## src/aots_pkg.sv

```systemverilog
// Shared types, codes and helpers for the arm, offboard and takeoff sequencer.
package aots_pkg;

	// Sequence phases.
	typedef enum logic [2:0] {
		PH_INIT     = 3'd0,
		PH_ARMING   = 3'd1,
		PH_OFFBOARD = 3'd2,
		PH_TAKEOFF  = 3'd3,
		PH_READY    = 3'd4
	} phase_t;

	// Event codes on the input stream.
	localparam logic [2:0] EV_TICK   = 3'd0;
	localparam logic [2:0] EV_STATUS = 3'd1;
	localparam logic [2:0] EV_RATE   = 3'd2;
	localparam logic [2:0] EV_TORQUE = 3'd3;
	localparam logic [2:0] EV_MOTOR  = 3'd4;
	localparam logic [2:0] EV_DISARM = 3'd5;

	// Vehicle command kinds.
	localparam logic [1:0] VC_ARM     = 2'd0;
	localparam logic [1:0] VC_DISARM  = 2'd1;
	localparam logic [1:0] VC_SETMODE = 2'd2;

	// Offboard control modes.
	localparam logic [1:0] MODE_POSITION = 2'd0;
	localparam logic [1:0] MODE_RATE     = 2'd1;
	localparam logic [1:0] MODE_TORQUE   = 2'd2;
	localparam logic [1:0] MODE_ACTUATOR = 2'd3;

	// Register indexes on the configuration channel.
	localparam logic [1:0] REG_AUTO_ARM = 2'd0;
	localparam logic [1:0] REG_HOLD_ALT = 2'd1;
	localparam logic [1:0] REG_LIVENESS = 2'd2;

	// Status codes and timing in ticks.
	localparam logic [7:0] ARMING_ARMED    = 8'd2;
	localparam logic [7:0] NAV_OFFBOARD    = 8'd14;
	localparam logic [7:0] RETRY_PERIOD    = 8'd20;
	localparam logic [7:0] ARM_TIMEOUT     = 8'd100;
	localparam logic [7:0] SETMODE_FIRST   = 8'd20;
	localparam logic [7:0] OFFBOARD_SETTLE = 8'd25;
	localparam logic [7:0] SETMODE_RETRY   = 8'd40;
	localparam logic [7:0] LONG_TIMEOUT    = 8'd200;
	localparam logic [7:0] AGE_MAX         = 8'd255;
	localparam logic [13:0] HOLD_ALT_MAX   = 14'd10000;

	// Configuration registers.
	typedef struct packed {
		logic        auto_arm_enable;
		logic [13:0] hold_altitude_mm;
		logic [7:0]  liveness_ticks;
	} cfg_t;

	// One result item.
	typedef struct packed {
		logic               vehicle_cmd_valid;
		logic [1:0]         vehicle_cmd_kind;
		logic               setpoint_valid;
		logic signed [14:0] setpoint_down_mm;
		logic               mode_valid;
		logic [1:0]         control_mode;
		logic [2:0]         sequence_state;
	} result_t;

	// True when the tick count is a whole number of retry periods.
	function automatic logic on_retry(input logic [7:0] w);
		logic hit;
		hit = 1'b0;
		for (int k = 0; k * 20 < 256; k++) begin
			if (w == 8'(k * 20)) hit = 1'b1;
		end
		return hit;
	endfunction

endpackage

```

## src/aots_cfg.sv

```systemverilog
// Configuration register file of the sequencer.
module aots_cfg (
	input  logic              clk,
	input  logic              arst_n,
	input  logic              cfg_valid,
	output logic              cfg_ready,
	input  logic [1:0]        cfg_index,
	input  logic [13:0]       cfg_data,
	output aots_pkg::cfg_t    cfg
);

	aots_pkg::cfg_t cfg_q;

	// Writes are always taken; unknown indexes are dropped.
	assign cfg_ready = 1'b1;

	always_ff @(posedge clk or negedge arst_n) begin
		if (!arst_n) begin
			cfg_q.auto_arm_enable  <= 1'b1;
			cfg_q.hold_altitude_mm <= 14'd1000;
			cfg_q.liveness_ticks   <= 8'd10;
		end else if (cfg_valid) begin
			unique case (cfg_index)
				aots_pkg::REG_AUTO_ARM: cfg_q.auto_arm_enable  <= cfg_data[0];
				aots_pkg::REG_HOLD_ALT: cfg_q.hold_altitude_mm <= cfg_data;
				aots_pkg::REG_LIVENESS: cfg_q.liveness_ticks   <= cfg_data[7:0];
				default: ;
			endcase
		end
	end

	assign cfg = cfg_q;

endmodule

```

## src/aots_step.sv

```systemverilog
// Sequence state, stream ages and the per-event result logic.
module aots_step (
	input  logic                 clk,
	input  logic                 arst_n,
	input  aots_pkg::cfg_t       cfg,
	input  logic                 step_en,
	input  logic [2:0]           command,
	input  logic [7:0]           arm_status,
	input  logic [7:0]           flight_mode,
	output aots_pkg::result_t    result
);

	aots_pkg::phase_t phase_q, phase_d;
	logic [7:0] wait_q, wait_d;
	logic       armed_q, offb_q;
	logic [7:0] age_rate_q, age_torque_q, age_motor_q;

	logic       live_rate, live_torque, live_motor, live_any;
	logic       is_tick;
	logic [7:0] wait_inc;
	logic       to_takeoff;
	logic [13:0] hold_sat;

	// Stream liveness is judged from the ages before the tick.
	assign live_rate   = age_rate_q < cfg.liveness_ticks;
	assign live_torque = age_torque_q < cfg.liveness_ticks;
	assign live_motor  = age_motor_q < cfg.liveness_ticks;
	assign live_any    = live_rate | live_torque | live_motor;
	assign is_tick     = command == aots_pkg::EV_TICK;
	assign wait_inc    = wait_q + 8'd1;
	assign to_takeoff  = (wait_inc > aots_pkg::OFFBOARD_SETTLE) && offb_q;
	assign hold_sat    = (cfg.hold_altitude_mm > aots_pkg::HOLD_ALT_MAX) ?
		aots_pkg::HOLD_ALT_MAX : cfg.hold_altitude_mm;

	// Next phase and wait counter.
	always_comb begin
		phase_d = phase_q;
		wait_d  = wait_q;
		if (command == aots_pkg::EV_DISARM) begin
			phase_d = aots_pkg::PH_INIT;
			wait_d  = 8'd0;
		end else if (is_tick) begin
			unique case (phase_q)
				aots_pkg::PH_INIT: begin
					if (cfg.auto_arm_enable && live_any) begin
						phase_d = aots_pkg::PH_ARMING;
						wait_d  = 8'd0;
					end
				end
				aots_pkg::PH_ARMING: begin
					wait_d = wait_inc;
					if (armed_q) begin
						phase_d = aots_pkg::PH_OFFBOARD;
						wait_d  = 8'd0;
					end else if (wait_inc > aots_pkg::ARM_TIMEOUT) begin
						phase_d = aots_pkg::PH_INIT;
						wait_d  = 8'd0;
					end
				end
				aots_pkg::PH_OFFBOARD: begin
					wait_d = wait_inc;
					if (to_takeoff) begin
						phase_d = aots_pkg::PH_TAKEOFF;
						wait_d  = 8'd0;
					end else if (wait_inc > aots_pkg::LONG_TIMEOUT) begin
						phase_d = aots_pkg::PH_INIT;
						wait_d  = 8'd0;
					end
				end
				aots_pkg::PH_TAKEOFF: begin
					wait_d = wait_inc;
					if (wait_inc > aots_pkg::LONG_TIMEOUT) begin
						phase_d = aots_pkg::PH_READY;
						wait_d  = 8'd0;
					end
				end
				default: ;
			endcase
		end
	end

	// Result fields for the current event.
	always_comb begin
		result = '0;
		if (command == aots_pkg::EV_DISARM) begin
			result.vehicle_cmd_valid = 1'b1;
			result.vehicle_cmd_kind  = aots_pkg::VC_DISARM;
		end else if (is_tick) begin
			unique case (phase_q)
				aots_pkg::PH_INIT: begin
					if (cfg.auto_arm_enable && live_any) begin
						result.vehicle_cmd_valid = 1'b1;
						result.vehicle_cmd_kind  = aots_pkg::VC_ARM;
					end
				end
				aots_pkg::PH_ARMING: begin
					if (!armed_q && aots_pkg::on_retry(wait_inc)) begin
						result.vehicle_cmd_valid = 1'b1;
						result.vehicle_cmd_kind  = aots_pkg::VC_ARM;
					end
				end
				aots_pkg::PH_OFFBOARD: begin
					result.setpoint_valid = 1'b1;
					result.mode_valid     = 1'b1;
					if ((wait_inc == aots_pkg::SETMODE_FIRST) ||
					    ((wait_inc > aots_pkg::SETMODE_RETRY) && !offb_q &&
					     aots_pkg::on_retry(wait_inc))) begin
						result.vehicle_cmd_valid = 1'b1;
						result.vehicle_cmd_kind  = aots_pkg::VC_SETMODE;
					end
				end
				aots_pkg::PH_TAKEOFF: begin
					result.setpoint_valid = 1'b1;
					result.mode_valid     = 1'b1;
				end
				default: begin
					result.mode_valid = 1'b1;
					if (live_torque) result.control_mode = aots_pkg::MODE_TORQUE;
					else if (live_motor) result.control_mode = aots_pkg::MODE_ACTUATOR;
					else if (live_rate) result.control_mode = aots_pkg::MODE_RATE;
					else begin
						result.control_mode   = aots_pkg::MODE_POSITION;
						result.setpoint_valid = 1'b1;
					end
				end
			endcase
		end
		if (result.setpoint_valid) begin
			result.setpoint_down_mm = 15'sd0 - $signed({1'b0, hold_sat});
		end
		result.sequence_state = phase_d;
	end

	// State update when the event leaves the input register.
	always_ff @(posedge clk or negedge arst_n) begin
		if (!arst_n) begin
			phase_q      <= aots_pkg::PH_INIT;
			wait_q       <= 8'd0;
			armed_q      <= 1'b0;
			offb_q       <= 1'b0;
			age_rate_q   <= 8'd0;
			age_torque_q <= 8'd0;
			age_motor_q  <= 8'd0;
		end else if (step_en) begin
			phase_q <= phase_d;
			wait_q  <= wait_d;
			case (command)
				aots_pkg::EV_TICK: begin
					if (age_rate_q != aots_pkg::AGE_MAX) age_rate_q <= age_rate_q + 8'd1;
					if (age_torque_q != aots_pkg::AGE_MAX) begin
						age_torque_q <= age_torque_q + 8'd1;
					end
					if (age_motor_q != aots_pkg::AGE_MAX) age_motor_q <= age_motor_q + 8'd1;
				end
				aots_pkg::EV_STATUS: begin
					armed_q <= arm_status == aots_pkg::ARMING_ARMED;
					offb_q  <= flight_mode == aots_pkg::NAV_OFFBOARD;
				end
				aots_pkg::EV_RATE:   age_rate_q   <= 8'd0;
				aots_pkg::EV_TORQUE: age_torque_q <= 8'd0;
				aots_pkg::EV_MOTOR:  age_motor_q  <= 8'd0;
				default: ;
			endcase
		end
	end

endmodule

```

## src/arm_offboard_takeoff_sequencer.sv

```systemverilog
// Top level of the arm, offboard and takeoff sequencer.
//
// Input stream s_axis: one event per beat. tuser carries the event code
// (tick, status, rate seen, torque seen, motor seen, disarm); tdata carries
// the raw arming and navigation states used by status events.
// Output stream m_axis: exactly one result beat per input beat, in order,
// carrying the vehicle command, hold setpoint, control mode and the phase
// after the event.
// Configuration channel: cfg_valid/cfg_ready with a register index and data;
// it is always ready. It is to be written only while the stream is idle; the
// block itself does not enforce this. An event passes through the input
// register, where the sequence state is updated as it leaves, and then the
// output register. Throughput is one event per cycle while the receiver does
// not stall, as the state update between the two registers is combinational.
// When the receiver stalls, the output register holds its beat, the input
// register fills, and s_axis_tready drops until the result moves on.
// Reset clears the phase to init, the flags, counters and stream ages, and
// loads the register defaults; all streams count as live after reset.
module arm_offboard_takeoff_sequencer (
	input  logic        clk,
	input  logic        arst_n,
	input  logic        s_axis_tvalid,
	output logic        s_axis_tready,
	input  logic [15:0] s_axis_tdata,  // [7:0] arm status, [15:8] flight mode
	input  logic [2:0]  s_axis_tuser,  // [2:0] command
	output logic        m_axis_tvalid,
	input  logic        m_axis_tready,
	// [0] vehicle_cmd_valid, [2:1] vehicle_cmd_kind, [3] setpoint_valid,
	// [18:4] setpoint_down_mm, [19] mode_valid, [21:20] control_mode,
	// [24:22] sequence_state, [31:25] zero
	output logic [31:0] m_axis_tdata,
	input  logic        cfg_valid,
	output logic        cfg_ready,
	input  logic [1:0]  cfg_index,
	input  logic [13:0] cfg_data
);

	aots_pkg::cfg_t    cfg;
	aots_pkg::result_t result;
	aots_pkg::result_t res_q;

	logic        vld_s1;
	logic [2:0]  command_s1;
	logic [7:0]  arming_s1, nav_s1;
	logic        out_vld_q;
	logic        advance;

	aots_cfg u_cfg (
		.clk       (clk),
		.arst_n    (arst_n),
		.cfg_valid (cfg_valid),
		.cfg_ready (cfg_ready),
		.cfg_index (cfg_index),
		.cfg_data  (cfg_data),
		.cfg       (cfg)
	);

	// The event in the input register moves on when the output slot frees.
	assign advance       = vld_s1 && (!out_vld_q || m_axis_tready);
	assign s_axis_tready = !vld_s1 || advance;

	// Input register.
	always_ff @(posedge clk or negedge arst_n) begin
		if (!arst_n) begin
			vld_s1 <= 1'b0;
		end else if (s_axis_tready) begin
			vld_s1 <= s_axis_tvalid;
		end
	end

	always_ff @(posedge clk) begin
		if (s_axis_tready && s_axis_tvalid) begin
			command_s1 <= s_axis_tuser;
			arming_s1  <= s_axis_tdata[7:0];
			nav_s1     <= s_axis_tdata[15:8];
		end
	end

	aots_step u_step (
		.clk          (clk),
		.arst_n       (arst_n),
		.cfg          (cfg),
		.step_en      (advance),
		.command      (command_s1),
		.arm_status   (arming_s1),
		.flight_mode  (nav_s1),
		.result       (result)
	);

	// Output register.
	always_ff @(posedge clk or negedge arst_n) begin
		if (!arst_n) begin
			out_vld_q <= 1'b0;
		end else if (advance) begin
			out_vld_q <= 1'b1;
		end else if (m_axis_tready) begin
			out_vld_q <= 1'b0;
		end
	end

	always_ff @(posedge clk) begin
		if (advance) res_q <= result;
	end

	assign m_axis_tvalid = out_vld_q;
	assign m_axis_tdata  = {7'd0, res_q.sequence_state, res_q.control_mode, res_q.mode_valid,
		res_q.setpoint_down_mm, res_q.setpoint_valid, res_q.vehicle_cmd_kind,
		res_q.vehicle_cmd_valid};

endmodule

```

## config.mk

```make
export PLATFORM = sky130hd
export DESIGN_NAME = arm_offboard_takeoff_sequencer
export DESIGN_NICKNAME = d
export VERILOG_FILES = /design/src/aots_pkg.sv /design/src/aots_cfg.sv /design/src/aots_step.sv /design/src/arm_offboard_takeoff_sequencer.sv
export SDC_FILE = /design/constraint.sdc
export NUM_CORES = 1
export LEC_CHECK = 0
export BUFFER_PORTS_ARGS = -buffer_cell sky130_fd_sc_hd__buf_2
export CORE_MARGIN = 8
export CORE_UTILIZATION = 59
export DETAILED_ROUTE_END_ITERATION = 8
export PLACE_DENSITY = 0.77
export SYNTH_ARGS = -nofsm -noshare
export SYNTH_HDL_FRONTEND = slang
export SYNTH_SLANG_ARGS = --single-unit
```

## constraint.sdc

```tcl
create_clock -name clk -period 3.5 [get_ports clk]
set_clock_uncertainty 0.15 [all_clocks]
set_input_delay 0.35 -clock clk [delete_from_list [all_inputs] [get_ports clk]]
set_output_delay 0.35 -clock clk [all_outputs]
set_load 0.03 [all_outputs]
```

==> summary.md, run 1 <==
| Metric | Value |
|---|---|
| Total clock buffers created by CTS | 9 |
| Cell Area, Synth | 6300 sq um |
| Clk Latency, worst-skew pair | 0.36 ns |
| Cells after synthesis | 635 |
| RSZ-0062 raised after global routing | false |
| Adder-cell share of the synthesized area | 5.56% |
| Final Cycle Share | 89.9% |
| Sequential share of power | 48.4% |
| Vias in the first global route | 5014 |
| Crit path required time | 3.61 ns |
| Seq. cell area | 2880 sq um |
| Hold path depth | 2 |
| Worst hold path endpoint | u_cfg.cfg[17] |
| Post-route setup slack | 0.355 ns |
| Final Util | 68.5% |
| Most common cell on crit path | o31ai_1 |
| Multi-input combinational cell area | 3140 sq um |
| Root Buffer Master | clkbuf_8 |
| Fmax | 318 MHz |
| Pre-CTS setup slack | 0.316 ns |
| Leakage power | 2.94 nW |
| GRT Residual Overflow | 0 |
| Slew headroom | 34.1% |
| Post-route ant nets | 0 |
| Pin count of the biggest net entering global routing | 45 |
| DR vias/cell | 5.98 |
| Die area | 14200 sq um |
| CTS sink cnt | 106 |
| Final Max Tran Viols | 0 |
| Compound-gate portion of the synthesized area | 13.8% |
| Worst R2R Setup Slack | 0.36 ns |
| Launching point of the worst reg2reg path | u_step.wait_q[0] |
| Critical Path Max Stage Delay | 0.64 ns |
| Routability congestion estimate | 0.912 |
| Fillers | 800 |
| Ys Warns | 0 |
| Slowest CP cell | dfrtp_1 |
| Combinational Power Share | 29.7% |
| Starting density of the core | 60.8% |
| Max Cap Violations | 0 |
| Worst r2r dst | u_step.wait_q[5] |
| WP data arrival | 3.25 ns |
| Hold_sp | cfg_data[9] |
| Clk slew on worst S/H paths | 0.11 ns |
| Startpoint Class | flip-flop |
| Detailed placement HPWL | 10.6 mm |
| Cells on worst reg2reg path | 9 |
| Rows | 37 |
| Clock power frac | 21.9% |
| Via Count | 5101 |
| Final std cells w/o fill | 853 |
| Port buffer count | 66 |
| Peak supply drop | 0.268 mV |
| Average size of a mapped cell | 9.92 sq um |
| # diodes | 0 |
| Most common cell after layout, fill and taps aside | buf_2 |
| Final hold vios | 0 |
| Setup TNS | 0 ns |
| GRT Total Usage | 20.4% |
| # IOs | 75 |
| P&R area growth vs syn | 12.7% |
| Mux share of post-synthesis cell area | 4.94% |
| Share of cells above drive strength 1 | 21.1% |
| Simple-gate share of the synthesized area | 21.4% |
| Largest family of logic cells by synthesized area | simple AND/OR/NAND/NOR gates |
| Ys async rst share | 58.5% |
| Critical-path cell list | inv_1 -> ha_1 -> nor4b_1 -> o31ai_1 -> a21oi_1 -> o31ai_4 -> o22ai_2 -> nand2_1 -> o31ai_1 |
| Die W | 119 um |
| Switching power | 1.29 mW |
| Final net count | 780 |
| Seq/Total Area, Yosys | 45.8% |
| Worst-margin pin slew | 0.975 ns |
| Worst-case clock buffer depth | 2 |
| Initial DRC count | 438 |
| Average wire per cell in the routed design | 16.7 um |
| Sw frac | 36.1% |
| Outcome | finished, final reports clean |
| Internal Power | 2.27 mW |
| Distinct cell type count after synthesis | 72 |
| Critical Path End Type | flip-flop |
| # DRC | 0 |
| CTS tree | yes |
| H-tree levels | 3 |
| Number of post-CTS setup repair buffers | 0 |
| Hold Path Class | input pin to flip-flop |
| Commonest cells after routing, fill and taps aside | buf_2 (66), nand2_1 (65), nor2_1 (63), dfrtp_1 (53), edfxtp_1 (44) |
| EDFF count, synth | 44 |
| Post-synthesis xor/xnor area fraction | 3.61% |
| Crit Path Category | flip-flop to flip-flop |
| Pwr per Cell Area | 502 nW/um^2 |
| Yosys reg bits | 106 |
| Tmin final | 3.14 ns |
| Placed instance count | 817 |
| Final wirelength | 14.2 mm |
| Dominant synthesized flop cell | dfrtp_1 |
| Final setup vio count | 0 |
| First-pass GRT wire length | 24.4 mm |
| DRT Pass-1 Iters | 5 |
| Antenna violations before repair | 0 |
| WHS | 0.0555 ns |
| Crit-path max FO | 16 |
| Core ar. | 10400 sq um |
| Die height | 119 um |
[kinds of logic (layout without fill, tap and decap cells)]
group | Yosys count | in the layout
simple gates | 260 | 260
compound gates | 125 | 125
flops | 106 | 106
buf+inv | 60 | 136
fa+ha+maj | 28 | 28
mux | 28 | 28
xor+xnor | 26 | 26
other cells | 2 | 8
[cell usage after synthesis, drive strengths merged, types with 3 or more instances]
cell type	instances	area [sq um]
a2111oi	3	45.0
a211oi	17	138
a21oi	30	150
a22oi	4	30.0
a31oi	4	25.0
and2	5	31.3
and3	8	50.1
and4	4	35.0
buf	26	178
clkbuf	12	45.0
dfrtp	53	1330
dfstp	9	236
edfxtp	44	1320
ha	28	350
inv	22	82.6
mux2	25	282
mux2i	3	30.0
nand2	65	244
nand2b	8	50.1
nand3	19	100
nand3b	6	45.0
nand4	11	81.3
nand4b	3	26.3
nor2	64	243
nor2b	10	62.6
nor3	28	140
nor3b	5	42.5
nor4	5	46.3
nor4b	4	35.0
o21ai	31	166
o22ai	7	50.1
o31ai	6	58.8
or2	4	25.0
or3	4	25.0
or4	3	26.3
xnor2	13	114
xor2	13	114
[per-stage QoR]
stage | total power [mW] | instance area (sq um)
final | 3.56 | 7100
after global routing | 3.78 | 7100
after CTS | 3.58 | 7100
after detailed placement | 2.77 | 6690
after global placement | 2.72 | 6690
after floorplan | 2.50 | 6320
[repair_timing]
action | in CTS | in global routing
setup endpoints to repair | 0 | 1
resized for setup | 0 | 1
hold buffers | 20 | 0
endpoints found under the hold margin | 48 | 0
[sequential cells by signal (all words and copies together), names as in the netlist, 8 cells and up]
signal               cells
u_step.age_motor_q       8
arming_s1                8
nav_s1                   8
u_step.age_torque_q      8
u_cfg.cfg               23
m_axis_tdata            25
u_step.age_rate_q        8
u_step.wait_q            8
[worst max-delay path: cells and delay by family (launching register included)]
family | cells | cell delay (ns)
adders and majority gates | 1 | 0.39
buffers and inverters | 1 | 0.12
DFF | 1 | 0.64
and+or+nand+nor | 2 | 0.58
AOI/OAI and AO/OA | 5 | 1.18
[layer usage]
metal | part of all wire, % | up-vias | wire [um] | global-route usage (%)
li1 | - | 2449 | - | -
met1 | 42 | 2422 | 6030 | 26.4
met2 | 48 | 202 | 6790 | 33.4
met3 | 7.5 | 28 | 1060 | 4.06
met4 | 2.3 | 0 | 325 | 7.26
met5 | 0 | - | 0 | 0
[cell type report]
class	count	share of cell area, %
multi-input cells	475	44.2
flip-flops and latches	106	40.6
repair buffers	98	8.74
well taps	136	2.40
clock buffers	9	1.74
inverters	22	1.16
clock inverters	7	1.15
[how the worst max path moves through the flow]
stage | start | to | slack [ns]
2_1_floorplan | u_cfg.cfg[8] | m_axis_tdata[16] | 0.73
3_3_place_gp | u_step.wait_q[1] | u_step.wait_q[2] | 0.37
3_5_place_dp | u_step.wait_q[1] | m_axis_tdata[22] | 0.32
4_1_cts | u_step.wait_q[1] | u_step.wait_q[2] | 0.29
5_1_grt | u_step.wait_q[1] | m_axis_tdata[22] | 0.14
6_report | u_step.wait_q[0] | u_step.wait_q[5] | 0.36
[power by group through the flow]
stage          clock network [mW]  logic (mW)  registers [mW]
5_1_grt                     0.845        1.18            1.76
6_report                    0.780        1.06            1.72
2_1_floorplan                   0       0.830            1.67
3_5_place_dp                    0        1.03            1.75
3_3_place_gp                    0       0.988            1.74
4_1_cts                     0.802        1.05            1.72
Note: power is estimated with default switching activity, not from simulation.
==> inputs of run 2 (changes only) <==
RECOVER_POWER = 25   (was default)
==> run 2 against run 1 <==
Effect of this change: the flow now finishes with violations (max-capacitance violations, max-slew violations); flip-flop and latch count stayed put; clock power hardly changed; via count hardly changed; first-iteration DRC count is 13% higher; design area is 0.18% lower; sequential share of layout area is 0.072 points higher; highest routed layer unchanged; power hardly changed; sequential power hardly changed.
==> summary.md, run 2 (synthesis gave the netlist of run 1 again) <==
| Metric | Value |
|---|---|
| Setup TNS | 0 ns |
| Routability congestion estimate | 0.912 |
| Pin count of the biggest net entering global routing | 45 |
| Detailed placement HPWL | 10.6 mm |
| CTS tree | yes |
| CTS sink cnt | 106 |
| Critical Path End Type | flip-flop |
| Starting density of the core | 60.8% |
| Final net count | 780 |
| Leakage power | 2.91 nW |
| Vias in the first global route | 5014 |
| Pwr per Cell Area | 503 nW/um^2 |
| Sequential share of power | 48.4% |
| DRT Pass-1 Iters | 5 |
| Rows | 37 |
| Most common cell on crit path | o31ai_1 |
| Hold Path Class | input pin to flip-flop |
| Worst-case clock buffer depth | 2 |
| Internal Power | 2.27 mW |
| Core ar. | 10400 sq um |
| Commonest cells after routing, fill and taps aside | nand2_1 (65), nor2_1 (63), buf_2 (56), dfrtp_1 (53), edfxtp_1 (44) |
| RSZ-0062 raised after global routing | false |
| P&R area growth vs syn | 12.5% |
| Peak supply drop | 0.268 mV |
| Post-route ant nets | 0 |
| Fmax | 319 MHz |
| Via Count | 5102 |
| GRT Total Usage | 20.4% |
| Initial DRC count | 493 |
| Worst-margin pin slew | 2.32 ns |
| Crit-path max FO | 16 |
| Worst R2R Setup Slack | 0.36 ns |
| Hold_sp | cfg_data[9] |
| Total power | 3.56 mW |
| Max Cap Violations | 1 |
| Final Cycle Share | 89.6% |
| Worst r2r dst | u_step.wait_q[5] |
| Share of cells above drive strength 1 | 19.7% |
| # DRC | 0 |
| H-tree levels | 3 |
| Critical Path Max Stage Delay | 0.64 ns |
| Clk Latency, worst-skew pair | 0.36 ns |
| Die height | 119 um |
| Cells on worst reg2reg path | 9 |
| Final Max Tran Viols | 45 |
| Port buffer count | 66 |
| Sw frac | 36.2% |
| Outcome | complete, but fails checks |
| Crit path required time | 3.61 ns |
| Critical-path cell list | inv_1 -> ha_1 -> nor4b_1 -> o31ai_1 -> a21oi_1 -> o31ai_4 -> o22ai_2 -> nand2_1 -> o31ai_1 |
| Final setup vio count | 0 |
| Launching point of the worst reg2reg path | u_step.wait_q[0] |
| Crit Path Category | flip-flop to flip-flop |
| Most common cell after layout, fill and taps aside | nand2_1 |
| Clk slew on worst S/H paths | 0.11 ns |
| Average wire per cell in the routed design | 16.7 um |
| Root Buffer Master | clkbuf_8 |
| Final hold vios | 0 |
| Final wirelength | 14.2 mm |
| Worst hold path endpoint | u_cfg.cfg[17] |
| Combinational Power Share | 29.6% |
| WHS | 0.0544 ns |
| Tmin final | 3.14 ns |
| # diodes | 0 |
| First-pass GRT wire length | 24.4 mm |
| Failing checks | max-capacitance violations, max-slew violations |
| # IOs | 75 |
| WP data arrival | 3.25 ns |
| Antenna violations before repair | 0 |
| Hold path depth | 2 |
| Pre-CTS setup slack | 0.316 ns |
| Post-route setup slack | 0.363 ns |
| Clock power frac | 22.0% |
| Slew headroom | -54.9% |
| GRT Residual Overflow | 0 |
| Max reg flops | 25 |
| Switching power | 1.29 mW |
| Slowest CP cell | dfrtp_1 |
| Die area | 14200 sq um |
| Startpoint Class | flip-flop |
| Total clock buffers created by CTS | 9 |
| Die W | 119 um |
| DR vias/cell | 5.98 |
==> run 2: how the worst max path moves through the flow <==
stage	startpoint	to	slack [ns]	depth (start not counted)
5_1_grt	u_step.wait_q[1]	m_axis_tdata[22]	0.14	8
3_3_place_gp	u_step.wait_q[1]	u_step.wait_q[2]	0.37	8
2_1_floorplan	u_cfg.cfg[8]	m_axis_tdata[16]	0.73	10
3_5_place_dp	u_step.wait_q[1]	m_axis_tdata[22]	0.32	8
4_1_cts	u_step.wait_q[1]	u_step.wait_q[2]	0.29	8
6_report	u_step.wait_q[0]	u_step.wait_q[5]	0.36	9
==> run 2: per-layer routing <==
metal	track usage (%)	up-vias	routed length, um	share of wire [%]
li1	-	2447	-	-
met2	33.4	210	6810	48
met1	26.4	2417	6110	43
met3	4.06	28	1010	7.1
met4	7.26	0	311	2.2
met5	0	-	0	0
==> run 2: critical path: cells and delay by family (launching register included) <==
family / cells / cell delay [ns]
buf+inv: 1 / 0.12
flops: 1 / 0.64
simple gates: 2 / 0.57
fa+ha+maj: 1 / 0.38
compound gates: 5 / 1.18
==> run 2: per-stage QoR <==
step	instance area, sq um	std cells	utilization, %
2_1_floorplan	6320	641	-
3_3_place_gp	6690	817	64.5
3_5_place_dp	6690	817	64.5
4_1_cts	7100	853	68.4
5_1_grt	7090	853	68.3
6_report	7090	853	68.3
==> run 2: cell type report <==
| class | count | area, sq um |
|---|---|---|
| Clock inverter | 7 | 81.3 |
| Tap cell | 136 | 170 |
| Sequential cell | 106 | 2880 |
| Multi-Input combinational cell | 475 | 3140 |
| Inverter | 22 | 82.6 |
| Fill cell | 804 | 3280 |
| Timing Repair Buffer | 98 | 608 |
| Clock buffer | 9 | 124 |
==> run 2: power by group through the flow <==
stage	sequential [mW]	combinational [mW]	clock, mW
6_report	1.73	1.06	0.782
5_1_grt	1.76	1.18	0.845
4_1_cts	1.72	1.05	0.802
3_5_place_dp	1.75	1.03	0
3_3_place_gp	1.74	0.988	0
2_1_floorplan	1.67	0.830	0
==> run 2: timing repair <==
item                                   in CTS  in global routing
endpoints found under the hold margin      48                  0
setup buffers                               0                  0
setup endpoints to repair                   0                  1
resized for setup                           0                  1
hold buffers                               20                  0
==> inputs of run 3 (changes only) <==
PLACE_DENSITY = 0.82   (was 0.77)
==> run 3 against run 2 <==
Effect of this change: first-iteration DRC count fell by 19%; flip-flop and latch count unchanged; register-to-register slack better by 0.09 ns; setup slack improved by 0.088 ns; the flow still finishes with violations (max-capacitance violations, max-slew violations); highest routed layer unchanged; power is 0.64% lower; critical path depth is 1 lower; maximum frequency rose by 2.9%; core utilization unchanged; combinational power barely moved; final cell count grew 0.12%; count of clock-buffer cells in the layout did not move.
==> summary.md, run 3 (synthesis gave the netlist of run 1 again) <==
| Metric | Value |
|---|---|
| Outcome | complete, but fails checks |
| Failing checks | max-capacitance violations, max-slew violations |
| Post-route ant nets | 0 |
| Hold Path Class | input pin to flip-flop |
| Critical Path Max Stage Delay | 0.47 ns |
| M2 GR Usage | 34.0% |
| Fmax | 328 MHz |
| Post-CTS Hold Fix Bufs | 19 |
| Fillers | 805 |
| Sw frac | 37.4% |
| Top cell family by delay on the critical path | compound AO/OA/AOI/OAI gates |
| Pwr per Cell Area | 499 nW/um^2 |
| Sequential share of power | 48.6% |
| Multi-input combinational cell area | 3130 sq um |
| Switching power | 1.32 mW |
| H-tree levels | 3 |
| Critical Path End Type | flip-flop |
| Final hold vios | 0 |
| Clk slew on worst S/H paths | 0.11 ns |
| Internal Power | 2.22 mW |
| Critical-path cell list | ha_1 -> nand4_1 -> mux2i_1 -> a32o_1 -> a211oi_2 -> o22ai_2 -> and2_1 -> a221o_1 |
| Crit path required time | 3.61 ns |
| Clock power frac | 20.8% |
| Final wirelength | 14.8 mm |
| Worst-case clock buffer depth | 2 |
| GRT Max-Usage Layer | met2 |
| Rows | 37 |
| Leakage power | 2.94 nW |
| Antenna violations before repair | 0 |
| Die area | 14200 sq um |
| Resized cells post-CTS | 0 |
| CTS tree | yes |
| Starting density of the core | 60.8% |
| GRT Total Usage | 20.7% |
| Commonest cells after routing, fill and taps aside | nand2_1 (65), buf_2 (64), nor2_1 (63), dfrtp_1 (53), edfxtp_1 (44) |
| Final Cycle Share | 87.1% |
| Clk Latency, worst-skew pair | 0.37 ns |
| Max reg flops | 25 |
| Vias in the first global route | 5109 |
| P&R area growth vs syn | 12.5% |
| Number of post-CTS setup repair buffers | 0 |
| Total clock buffers created by CTS | 9 |
| Met3 Track Usage GR | 4.35% |
| Slowest CP cell | ha_1 |
| DR vias/cell | 6.05 |
| RSZ-0062 raised after global routing | false |
| Tmin final | 3.05 ns |
| # DRC | 0 |
| CP Buf/Inv Count | 0 |
| Port buffer count | 66 |
| First-pass GRT wire length | 24.6 mm |
| Combinational Power Share | 30.6% |
| Final net count | 781 |
| Total power | 3.54 mW |
| Seq. cell area | 2880 sq um |
| # diodes | 0 |
| Root Buffer Master | clkbuf_8 |
| Startpoint Class | flip-flop |
| Slew headroom | -83.4% |
| Die height | 119 um |
| Core ar. | 10400 sq um |
| Share of cells above drive strength 1 | 20.8% |
| Final setup vio count | 0 |
| Via Count | 5166 |
| DRT Pass-1 Iters | 5 |
| Setup TNS | 0 ns |
| Worst-margin pin slew | 2.75 ns |
| Pin count of the biggest net entering global routing | 52 |
| Final Max Tran Viols | 52 |
| # IOs | 75 |
| Crit-path max FO | 16 |
| Met1 usage | 26.6% |
| Worst R2R Setup Slack | 0.45 ns |
| GRT Residual Overflow | 0 |
| Routability congestion estimate | 0.949 |
| Detailed placement HPWL | 10.9 mm |
| Max Cap Violations | 1 |
| WP data arrival | 3.16 ns |
| Crit Path Category | flip-flop to flip-flop |
| Peak supply drop | 0.414 mV |
| Initial DRC count | 397 |
| Die W | 119 um |
| CTS sink cnt | 106 |
| Most common cell after layout, fill and taps aside | nand2_1 |
| Average wire per cell in the routed design | 17.3 um |
## run 3: changes by cell type in the layout (fill, tap and decap cells not counted), sizes merged
| cell | change |
|---|---|
| buf | +9 |
| bufinv | -1 |
| clkbuf | -7 |
| clkinv | +3 |
| clkinvlp | -1 |
| dlygate4sd3 | -1 |
| inv | -1 |
## run 3: layout make-up
cell class	count	area share [%]
clock inverter	7	1.02
tap	136	2.40
inverter	22	1.17
sequential	106	40.7
timing repair buffer	99	8.74
clock buffer	9	1.75
multi-input combinational	475	44.2
## run 3: metrics by stage
step	util, %	setup slack [ns]	hold slack [ns]	area, sq um	instances
after global placement	64.7	0.486	0.327	6710	819
after floorplan	-	0.727	-0.0956	6320	641
final	68.3	0.451	0.0382	7090	854
after detailed placement	64.7	0.458	0.326	6710	819
after global routing	68.3	0.176	0.0355	7090	854
after CTS	68.4	0.443	0.0131	7090	854
## run 3: power groups by stage
stage | combinational (mW) | clock [mW] | sequential (mW)
3_5_place_dp | 1.06 | 0 | 1.74
6_report | 1.08 | 0.736 | 1.72
2_1_floorplan | 0.830 | 0 | 1.67
5_1_grt | 1.20 | 0.800 | 1.75
3_3_place_gp | 1.01 | 0 | 1.73
4_1_cts | 1.08 | 0.759 | 1.71
## run 3: worst paths after layout
check,start,to,depth (start not counted)
max in group asynchronous,arst_n,u_step.wait_q[4],1
worst min-delay path,s_axis_tvalid,vld_s1,2
worst max register to register,u_step.wait_q[0],u_step.wait_q[2],8
min in group asynchronous,arst_n,u_step.age_motor_q[4],1
worst min register to register,vld_s1,m_axis_tvalid,1
worst max-delay path,u_step.wait_q[0],u_step.wait_q[2],8
## run 3: worst reg2reg max path, delay by kind of cell, from the launching register on
kind	cells	cell delay (ns)
DFF	1	0.39
adders and majority gates	1	0.47
muxes	1	0.24
and+or+nand+nor	2	0.65
AOI/OAI and AO/OA	4	1.05
## run 3: routing by layer
metal | routed length, um | part of all wire [%] | vias to the layer above
li1 | - | - | 2456
met2 | 7020 | 48 | 210
met4 | 321 | 2.2 | 0
met1 | 6320 | 43 | 2466
met3 | 1100 | 7.4 | 34
met5 | 0 | 0 | -
